[src/sv/page_replacement_translator_top_assert.svh]
// Assertion macros for the page replacement translator.
// Used by the top level; expects clk and rst_n in scope.
`ifndef PAGE_REPLACEMENT_TRANSLATOR_TOP_ASSERT_SVH
`define PAGE_REPLACEMENT_TRANSLATOR_TOP_ASSERT_SVH

// Property that must hold at every edge out of reset.
`define PGR_ASSERT(lbl, expr, msg) \
  lbl: assert property (@(posedge clk) disable iff (!rst_n) (expr)) else $error(msg);

// Antecedent at one edge implies the consequent at the next.
`define PGR_ASSERT_NEXT(lbl, ante, cons, msg) \
  lbl: assert property (@(posedge clk) disable iff (!rst_n) (ante) |=> (cons)) else $error(msg);

`endif

[src/sv/pgr_pkg.sv]
// Shared types and constants for the page replacement translator.
// No dependencies.
package pgr_pkg;

  localparam int VADDR_W   = 10;
  localparam int FRAME_W   = 4;
  localparam int OFFSET_W  = 4;
  localparam int PAGE_W    = 6;
  localparam int AGE_W     = 16;
  localparam int NRU_W     = 16;
  localparam int IDX_MAX_W = 8;

  typedef logic [1:0] policy_t;
  localparam policy_t POL_LRU  = 2'd0;
  localparam policy_t POL_NRU  = 2'd1;
  localparam policy_t POL_FIFO = 2'd2;

  // register index, taken from paddr[2]
  localparam logic REG_POLICY = 1'b0;
  localparam logic REG_PERIOD = 1'b1;

  typedef struct packed {
    logic                 free_found;
    logic [IDX_MAX_W-1:0] free_idx;
    logic [IDX_MAX_W-1:0] unref_idx;
    logic [IDX_MAX_W-1:0] lru_idx;
  } victim_t;

endpackage

[src/sv/pgr_if.sv]
// Valid/ready channel interfaces for access and result beats.
// Depends on pgr_pkg.
interface pgr_in_if import pgr_pkg::*; ();
  logic               valid;
  logic               ready;
  logic [VADDR_W-1:0] virtual_address;
  logic               is_write;

  modport source (output valid, virtual_address, is_write, input ready);
  modport sink (input valid, virtual_address, is_write, output ready);
endinterface

interface pgr_out_if import pgr_pkg::*; ();
  logic                valid;
  logic                ready;
  logic [FRAME_W-1:0]  frame_index;
  logic [OFFSET_W-1:0] word_offset;
  logic                page_fault;
  logic                evict_valid;
  logic [PAGE_W-1:0]   evicted_page;
  logic                evict_dirty;

  modport source (output valid, frame_index, word_offset, page_fault, evict_valid,
                  evicted_page, evict_dirty, input ready);
  modport sink (input valid, frame_index, word_offset, page_fault, evict_valid,
                evicted_page, evict_dirty, output ready);
endinterface

[src/sv/page_replacement_translator_top.sv]
// Page replacement translator top level: APB registers, page table memory,
// frame state and result register. Depends on pgr_pkg, pgr_if, pgr_victim.
//
// Usage: one access beat on in_ch (virtual_address, is_write) yields exactly
// one result beat on out_ch (frame_index, word_offset, page_fault,
// evict_valid, evicted_page, evict_dirty).
// Each access passes through ST_IDLE, which takes the beat and reads the page
// table memory (registered read), and ST_EXEC, which chooses the victim and
// writes back page table and frame state. The block holds one access at a
// time and takes no new access until ST_EXEC finishes, which it does only
// while the result register is empty or out_ch is ready; the result is then registered.
// When out_ch stalls, the result waits in its register; the next access is
// still taken and waits in ST_EXEC until the register frees up.
// Reset (rst_n low, synchronous) clears all page valid bits and frame state,
// empties the frame queue, and sets the policy to LRU and the NRU period
// to 128. Registers: policy at byte 0, NRU period at byte 4; write them
// only while no access is in flight.
module page_replacement_translator_top import pgr_pkg::*; #(
  parameter int VIRT_PAGES  = 64,
  parameter int PHYS_FRAMES = 16,
  parameter int FRAME_WORDS = 16
) (
  input  logic        clk,
  input  logic        rst_n,
  pgr_in_if.sink      in_ch,
  pgr_out_if.source   out_ch,
  input  logic        psel,
  input  logic        penable,
  input  logic        pwrite,
  input  logic [2:0]  paddr,
  input  logic [31:0] pwdata,
  output logic [31:0] prdata,
  output logic        pready
);

`include "page_replacement_translator_top_assert.svh"

  localparam int PW  = $clog2(VIRT_PAGES);
  localparam int FRW = (PHYS_FRAMES > 1) ? $clog2(PHYS_FRAMES) : 1;
  localparam int CW  = $clog2(PHYS_FRAMES + 1);

  typedef enum logic [1:0] {ST_IDLE = 2'b01, ST_EXEC = 2'b10} state_t;

  state_t     state_r, state_nxt;
  policy_t    policy_r;
  logic [NRU_W-1:0] period_r;

  logic [PW-1:0]       pg_r;
  logic [OFFSET_W-1:0] off_r;
  logic                wr_r;
  logic [PW-1:0]       page_in;
  logic [OFFSET_W-1:0] off_in;

  logic [FRW-1:0] pf_mem [VIRT_PAGES];
  logic [FRW-1:0] pf_rd_r;
  logic           pf_we;

  logic [VIRT_PAGES-1:0]  pv_r, pv_nxt;
  logic [PHYS_FRAMES-1:0] occ_r, occ_nxt, dirty_r, dirty_nxt, ref_r, ref_nxt;
  logic [PW-1:0]          owner_r [PHYS_FRAMES];
  logic                   owner_we;
  logic [PHYS_FRAMES-1:0][AGE_W-1:0] age_r, age_nxt;
  logic [NRU_W-1:0]       nru_r, nru_nxt;

  logic [FRW-1:0] fifo_mem [PHYS_FRAMES];
  logic           fifo_we;
  logic [FRW-1:0] head_r, head_nxt, tail_r, tail_nxt;
  logic [CW-1:0]  fcnt_r, fcnt_nxt;

  logic                out_valid_r, out_valid_nxt;
  logic [FRAME_W-1:0]  out_frame_r;
  logic [OFFSET_W-1:0] out_off_r;
  logic                out_fault_r, out_ev_r, out_evd_r;
  logic [PAGE_W-1:0]   out_evp_r;

  victim_t        vic;
  logic           hit, exec_go, ev, evd;
  logic [FRW-1:0] f, vic_idx;
  logic [PW-1:0]  evp;
  logic [AGE_W-1:0] a;
  logic [CW-1:0]  cnt_t;
  logic [NRU_W-1:0] nru_inc;

  logic in_acc, cfg_wr;

  // ---------------- configuration port ----------------
  assign pready = 1'b1;
  assign cfg_wr = psel && penable && pwrite && pready;

  always_comb begin
    unique case (paddr[2])
      REG_POLICY: prdata = {30'b0, policy_r};
      REG_PERIOD: prdata = {16'b0, period_r};
      default:    prdata = '0;
    endcase
  end

  // ---------------- victim candidates ----------------
  pgr_victim #(.PHYS_FRAMES(PHYS_FRAMES)) u_victim (
    .occupied   (occ_r),
    .referenced (ref_r),
    .age        (age_r),
    .vic        (vic)
  );

  assign in_ch.ready = (state_r == ST_IDLE);
  assign in_acc      = in_ch.valid && in_ch.ready;
  assign page_in = PW'((32'(in_ch.virtual_address) / FRAME_WORDS) % VIRT_PAGES);
  assign off_in  = OFFSET_W'(32'(in_ch.virtual_address) % FRAME_WORDS);

  assign exec_go = (state_r == ST_EXEC) && (!out_valid_r || out_ch.ready);
  assign hit     = pv_r[pg_r];

  always_comb begin
    state_nxt     = state_r;
    pv_nxt        = pv_r;
    occ_nxt       = occ_r;
    dirty_nxt     = dirty_r;
    ref_nxt       = ref_r;
    age_nxt       = age_r;
    nru_nxt       = nru_r;
    head_nxt      = head_r;
    tail_nxt      = tail_r;
    fcnt_nxt      = fcnt_r;
    out_valid_nxt = out_valid_r && !out_ch.ready;
    pf_we         = 1'b0;
    owner_we      = 1'b0;
    fifo_we       = 1'b0;
    cnt_t         = fcnt_r;
    a             = '0;
    nru_inc       = nru_r + 1'b1;

    unique case (policy_r)
      POL_NRU: vic_idx = FRW'(vic.unref_idx);
      POL_FIFO: begin
        if (vic.free_found) begin
          vic_idx = FRW'(vic.free_idx);
        end else if (fcnt_r == '0) begin
          vic_idx = '0;
        end else begin
          vic_idx = fifo_mem[head_r];
        end
      end
      default: vic_idx = vic.free_found ? FRW'(vic.free_idx) : FRW'(vic.lru_idx);
    endcase

    f   = hit ? pf_rd_r : vic_idx;
    ev  = !hit && occ_r[f];
    evp = ev ? owner_r[f] : '0;
    evd = ev && dirty_r[f];

    unique case (state_r)
      ST_IDLE: if (in_acc) state_nxt = ST_EXEC;
      ST_EXEC: begin
        if (exec_go) begin
          state_nxt     = ST_IDLE;
          out_valid_nxt = 1'b1;
          if (hit) begin
            if (wr_r) dirty_nxt[f] = 1'b1;
          end else begin
            if (policy_r == POL_FIFO) begin
              // pop the head when no free frame, then append the victim if the queue has room
              if (!vic.free_found && fcnt_r != '0) begin
                head_nxt = (head_r == FRW'(PHYS_FRAMES - 1)) ? '0 : head_r + 1'b1;
                cnt_t    = fcnt_r - 1'b1;
              end
              if (cnt_t < CW'(PHYS_FRAMES)) begin
                fifo_we  = 1'b1;
                tail_nxt = (tail_r == FRW'(PHYS_FRAMES - 1)) ? '0 : tail_r + 1'b1;
                cnt_t    = cnt_t + 1'b1;
              end
              fcnt_nxt = cnt_t;
            end
            if (ev) pv_nxt[evp] = 1'b0;
            pv_nxt[pg_r] = 1'b1;
            occ_nxt[f]   = 1'b1;
            dirty_nxt[f] = wr_r;
            pf_we        = 1'b1;
            owner_we     = 1'b1;
          end
          ref_nxt[f] = 1'b1;
          if (policy_r == POL_NRU) begin
            nru_nxt = nru_inc;
            if (nru_inc == period_r) begin
              ref_nxt = '0;
              nru_nxt = '0;
            end
          end
          for (int i = 0; i < PHYS_FRAMES; i++) begin
            a = (FRW'(i) == f) ? '0 : age_r[i];
            age_nxt[i] = (a == '1) ? a : a + 1'b1;
          end
        end
      end
      default: state_nxt = ST_IDLE;
    endcase
  end

  // page table memory, registered read
  always_ff @(posedge clk) begin
    if (in_acc) pf_rd_r <= pf_mem[page_in];
    if (pf_we) pf_mem[pg_r] <= f;
  end

  always_ff @(posedge clk) begin
    if (owner_we) owner_r[f] <= pg_r;
    if (fifo_we) fifo_mem[tail_r] <= f;
    if (in_acc) begin
      pg_r  <= page_in;
      off_r <= off_in;
      wr_r  <= in_ch.is_write;
    end
    if (exec_go) begin
      out_frame_r <= FRAME_W'(f);
      out_off_r   <= off_r;
      out_fault_r <= !hit;
      out_ev_r    <= ev;
      out_evp_r   <= PAGE_W'(evp);
      out_evd_r   <= evd;
    end
  end

  always_ff @(posedge clk) begin
    if (!rst_n) begin
      state_r     <= ST_IDLE;
      policy_r    <= POL_LRU;
      period_r    <= NRU_W'(128);
      pv_r        <= '0;
      occ_r       <= '0;
      dirty_r     <= '0;
      ref_r       <= '0;
      age_r       <= '0;
      nru_r       <= '0;
      head_r      <= '0;
      tail_r      <= '0;
      fcnt_r      <= '0;
      out_valid_r <= 1'b0;
    end else begin
      state_r     <= state_nxt;
      pv_r        <= pv_nxt;
      occ_r       <= occ_nxt;
      dirty_r     <= dirty_nxt;
      ref_r       <= ref_nxt;
      age_r       <= age_nxt;
      nru_r       <= nru_nxt;
      head_r      <= head_nxt;
      tail_r      <= tail_nxt;
      fcnt_r      <= fcnt_nxt;
      out_valid_r <= out_valid_nxt;
      if (cfg_wr) begin
        unique case (paddr[2])
          REG_POLICY: policy_r <= pwdata[1:0];
          REG_PERIOD: period_r <= pwdata[NRU_W-1:0];
          default:    policy_r <= policy_r;
        endcase
      end
    end
  end

  assign out_ch.valid        = out_valid_r;
  assign out_ch.frame_index  = out_frame_r;
  assign out_ch.word_offset  = out_off_r;
  assign out_ch.page_fault   = out_fault_r;
  assign out_ch.evict_valid  = out_ev_r;
  assign out_ch.evicted_page = out_evp_r;
  assign out_ch.evict_dirty  = out_evd_r;

  `PGR_ASSERT(a_fifo_cnt, fcnt_r <= CW'(PHYS_FRAMES), "frame queue count overflow")
  `PGR_ASSERT(a_ev_fault, !out_valid_r || !out_ev_r || out_fault_r, "eviction without fault")
  `PGR_ASSERT_NEXT(a_load, exec_go && !hit, pv_r[$past(pg_r)], "loaded page not valid")
  `PGR_ASSERT_NEXT(a_acc, in_acc, state_r == ST_EXEC && !in_ch.ready, "access not held")

endmodule

[src/sv/pgr_victim.sv]
// Victim candidates: first free frame, first unreferenced frame, oldest frame.
// Depends on pgr_pkg.
module pgr_victim import pgr_pkg::*; #(
  parameter int PHYS_FRAMES = 16
) (
  input  logic [PHYS_FRAMES-1:0]            occupied,
  input  logic [PHYS_FRAMES-1:0]            referenced,
  input  logic [PHYS_FRAMES-1:0][AGE_W-1:0] age,
  output victim_t                           vic
);

  localparam int LV = (PHYS_FRAMES > 1) ? $clog2(PHYS_FRAMES) : 1;
  localparam int NL = 1 << LV;

  logic [AGE_W-1:0]     node_age [2*NL-1];
  logic [IDX_MAX_W-1:0] node_idx [2*NL-1];

  always_comb begin
    vic = '0;
    // scan downward so the lowest index wins
    for (int i = PHYS_FRAMES - 1; i >= 0; i--) begin
      if (!occupied[i]) begin
        vic.free_found = 1'b1;
        vic.free_idx   = IDX_MAX_W'(i);
      end
      if (!referenced[i]) begin
        vic.unref_idx = IDX_MAX_W'(i);
      end
    end
    // max tree, left side wins ties
    for (int i = 0; i < NL; i++) begin
      node_age[NL-1+i] = (i < PHYS_FRAMES) ? age[i] : '0;
      node_idx[NL-1+i] = IDX_MAX_W'(i);
    end
    for (int n = NL - 2; n >= 0; n--) begin
      if (node_age[2*n+1] >= node_age[2*n+2]) begin
        node_age[n] = node_age[2*n+1];
        node_idx[n] = node_idx[2*n+1];
      end else begin
        node_age[n] = node_age[2*n+2];
        node_idx[n] = node_idx[2*n+2];
      end
    end
    vic.lru_idx = node_idx[0];
  end

endmodule

[src/flat_wrapper.sv]
// flat-port wrapper written by rule: the top's interface ports become plain ports
module page_replacement_translator_top_flat import pgr_pkg::*;
#(
  parameter int VIRT_PAGES  = 64,
  parameter int PHYS_FRAMES = 16,
  parameter int FRAME_WORDS = 16
)
  (clk, rst_n, psel, penable, pwrite, paddr, pwdata, prdata, pready, in_ch_valid, in_ch_virtual_address, in_ch_is_write, in_ch_ready, out_ch_valid, out_ch_frame_index, out_ch_word_offset, out_ch_page_fault, out_ch_evict_valid, out_ch_evicted_page, out_ch_evict_dirty, out_ch_ready);
  pgr_in_if in_ch_i ();
  pgr_out_if out_ch_i ();
  input  logic clk;
  input  logic rst_n;
  input  logic psel;
  input  logic penable;
  input  logic pwrite;
  input  logic [2:0] paddr;
  input  logic [31:0] pwdata;
  output logic [31:0] prdata;
  output logic pready;
  input wire logic [$bits(in_ch_i.valid)-1:0] in_ch_valid;
  input wire logic [$bits(in_ch_i.virtual_address)-1:0] in_ch_virtual_address;
  input wire logic [$bits(in_ch_i.is_write)-1:0] in_ch_is_write;
  output wire logic [$bits(in_ch_i.ready)-1:0] in_ch_ready;
  output wire logic [$bits(out_ch_i.valid)-1:0] out_ch_valid;
  output wire logic [$bits(out_ch_i.frame_index)-1:0] out_ch_frame_index;
  output wire logic [$bits(out_ch_i.word_offset)-1:0] out_ch_word_offset;
  output wire logic [$bits(out_ch_i.page_fault)-1:0] out_ch_page_fault;
  output wire logic [$bits(out_ch_i.evict_valid)-1:0] out_ch_evict_valid;
  output wire logic [$bits(out_ch_i.evicted_page)-1:0] out_ch_evicted_page;
  output wire logic [$bits(out_ch_i.evict_dirty)-1:0] out_ch_evict_dirty;
  input wire logic [$bits(out_ch_i.ready)-1:0] out_ch_ready;
  assign in_ch_i.valid = in_ch_valid;
  assign in_ch_i.virtual_address = in_ch_virtual_address;
  assign in_ch_i.is_write = in_ch_is_write;
  assign in_ch_ready = in_ch_i.ready;
  assign out_ch_valid = out_ch_i.valid;
  assign out_ch_frame_index = out_ch_i.frame_index;
  assign out_ch_word_offset = out_ch_i.word_offset;
  assign out_ch_page_fault = out_ch_i.page_fault;
  assign out_ch_evict_valid = out_ch_i.evict_valid;
  assign out_ch_evicted_page = out_ch_i.evicted_page;
  assign out_ch_evict_dirty = out_ch_i.evict_dirty;
  assign out_ch_i.ready = out_ch_ready;
  page_replacement_translator_top #(.VIRT_PAGES(VIRT_PAGES), .PHYS_FRAMES(PHYS_FRAMES), .FRAME_WORDS(FRAME_WORDS)) u_core (.clk(clk), .rst_n(rst_n), .in_ch(in_ch_i), .out_ch(out_ch_i), .psel(psel), .penable(penable), .pwrite(pwrite), .paddr(paddr), .pwdata(pwdata), .prdata(prdata), .pready(pready));
endmodule
[config.mk]
export PLATFORM = sky130hd
export DESIGN_NAME = page_replacement_translator_top_flat
export DESIGN_NICKNAME = d
export VERILOG_FILES = /design/src/sv/pgr_pkg.sv /design/src/sv/pgr_if.sv /design/src/sv/page_replacement_translator_top.sv /design/src/sv/pgr_victim.sv /design/src/flat_wrapper.sv
export VERILOG_INCLUDE_DIRS = /design/src /design/src/sv
export SDC_FILE = /design/constraint.sdc
export NUM_CORES = 2
export LEC_CHECK = 0
export BUFFER_PORTS_ARGS = -buffer_cell sky130_fd_sc_hd__buf_4
export CAP_MARGIN = 20
export CORE_ASPECT_RATIO = 0.6
export CORE_MARGIN = 2
export CORE_UTILIZATION = 35
export DETAILED_ROUTE_END_ITERATION = 10
export PLACE_DENSITY = 0.55
export SYNTH_ARGS = -nofsm -noshare
export SYNTH_HDL_FRONTEND = slang
export SYNTH_SLANG_ARGS = --single-unit
[constraint.sdc]
create_clock -name clk -period 21.7 [get_ports clk]
set_input_delay 5.425 -clock clk [delete_from_list [all_inputs] [get_ports clk]]
set_output_delay 5.425 -clock clk [all_outputs]
set_load 0.03 [all_outputs]
==> metrics.cfg <==
[placement]
dp_slack_ns=8.00
dp_hpwl_um=102000
portBuffers=69
gp_congestion=0.907

[detailed_routing]
drtPass1Iterations=5
viasPerCell=5.55
drc_errors=0
ant_nets=0
totalWireLength_um=143000
num_vias=37182
drtIter0Drc=3732
post_drt_wl_per_cell_um=21.4

[power]
p_total_mw=3.66
static-leakage-power_nw=19.1
power_density_mw_per_mm2=69.0
peakVddDrop_mv=0.0540

[sta]
fin_ws_ns=7.73
skew_ns=0.0570
worst_pin_slew_ns=1.24
max_freq_mhz=71.6
final_hold_viol_count=0
period_share_pct=64.4
drv_slew=0
final.setup.tns_ns=0
rsz0062_at_grt=false
period_needed_ns=13.97
max_slew_margin_pct=16.7
setup_viol=0

[clocking]
cts_sinks=870
ctsResizeCount=0
h-tree-depth=3
cts_buffers=85
clockBufferDepth=3
cts_tree=yes
cts_root_buffer=clkbuf_16
holdBufCountCts=0
path_clk_slew_ns=0.07
clk_latency_ns=0.72
cts_setup_buffers=0

[synth]
avgSynthCellArea_sq_um=9.85
yosys-top-cells-count=nor2_1 (520), nand2_1 (510), edfxtp_1 (448)
yosys-top-cells-area=edfxtp_1 (28%), dfxtp_1 (18%), ha_1 (7.0%)
ys_ff_latch=870
netlist.area_leader.share_pct=28.3
syn_inst=4827
synth-main-ff-cell=edfxtp_1
ys_types=100
ys_warn_count=0
synth_edf_count=448
synth-async-reset-ratio_pct=0
post-synth-top-area-cell=edfxtp_1
synth_seq_area_share_pct=46.1
syn_area_sq_mm=0.0475
yosysMostFrequentCell=nor2_1

[global_routing]
overflow=0
grt_max_degree=84
antenna_found_initial=5
grtUsageTotal_pct=20.3
grt_pass1_vias=33951
grt_pass1_wl_um=216000

[setup_path]
crit_fanout=64
crit_required_ns=22.32
start_kind=register
cpPeakStageDelay_ns=0.74
cp.arrival_ns=14.59
crit_type=register to register
path_common_cell=ha_1
critical-path-slowest-cell=buf_4
cp-end-kind=register

[finish]
areaGrowthSynthToFinish_pct=11.5
fin_util_pct=39.4
nets=5144
drive_gt1_share_pct=10.6

[run_status]
status=finished, final reports clean

[run]
cap_violations=0

[floorplan]
die_w_um=480
core_sq_mm=0.134
dieArea_sq_mm=0.139
rows=104
die_h_um=289
start_util_pct=35.4
ios=105

[min_path]
min_path_type=register to register

[routing by layer]
layer | global-route usage [%] | part of all wire (%) | vias to the layer above
li1 | - | - | 17553
met4 | 4.20 | 1.6 | 0
met5 | 0 | 0 | -
met1 | 32.9 | 52 | 18011
met3 | 5.78 | 10 | 153
met2 | 25.5 | 37 | 1465
[registers in the layout (all words and copies together) (netlist names), 64 cells and up, named ones only]
signal           flops
u_core.age_r       256
u_core.pv_r         64
u_core.owner_r      96
u_core.fifo_mem     64
u_core.pf_mem      256
[worst max-delay path: cells and delay by family (launching register included)]
family / cells / cell delay [ns]
buf+inv: 7 / 2.49
compound gates: 20 / 6.18
mux: 1 / 0.57
simple gates: 14 / 2.61
flops: 1 / 0.42
fa+ha+maj: 5 / 1.51
[layout make-up]
cell class,instances,area (sq um)
Antenna cell,3,7.51
Clock buffer,104,2290
Clock inverter,56,788
Fill cell,13147,81400
Inverter,304,1160
Multi-Input combinational cell,3423,23500
Sequential cell,870,21900
Tap cell,1802,2250
Timing Repair Buffer,141,1090
[path summary, 6_finish.rpt]
check / end / from / cells after the start / slack (ns)
setup reg to reg: u_core.age_r[191] / u_core.age_r[32] / 47 / 7.73
setup / recovery: u_core.age_r[191] / u_core.age_r[32] / 47 / 7.73
hold / removal: u_core.out_ch.word_offset[2] / u_core.off_r[2] / 0 / 0.42
hold reg to reg: u_core.out_ch.word_offset[2] / u_core.off_r[2] / 0 / 0.42
[where the power goes]
part	internal, mW	leakage [nW]	total [mW]	switching [mW]
logic	0.0654	10.1	0.258	0.193
clock network	0.924	1.48	1.65	0.727
registers	1.74	7.49	1.75	0.00675
total	2.73	19.1	3.66	0.926
[cell usage in the layout, fill, tap and decap left out, drive strengths merged, types with 113 or more instances in the layout]
cell      n
nor2    520
dfxtp   422
ha      266
inv     308
nand3   160
a21oi   362
edfxtp  448
nand2   510
buf     137
nand4   113
o21ai   194
[cell families (layout without fill, tap and decap cells)]
logic type                 Yosys count  count (layout)  share of synthesized area [%]
AOI/OAI and AO/OA                  975             975                           13.2
xor gates and xnor gates           174             174                           3.21
adders and majority gates          266             266                           7.00
buffers and inverters              549             605                           4.76
DFF                                870             870                           46.1
muxes                              269             269                           8.65
other                                2              20                         0.0158
and+or+nand+nor                   1722            1722                           17.1
[metrics by stage]
step	cell area, sq um	std cells	hold slack, ns
3_3_place_gp	49800	6531	0.401
4_1_cts	52900	6695	0.420
6_report	53000	6703	0.421
5_1_grt	53000	6701	0.422
3_5_place_dp	49900	6535	0.405
2_1_floorplan	47600	4842	0.400
No activity file was read; power rests on OpenSTA's default activity.
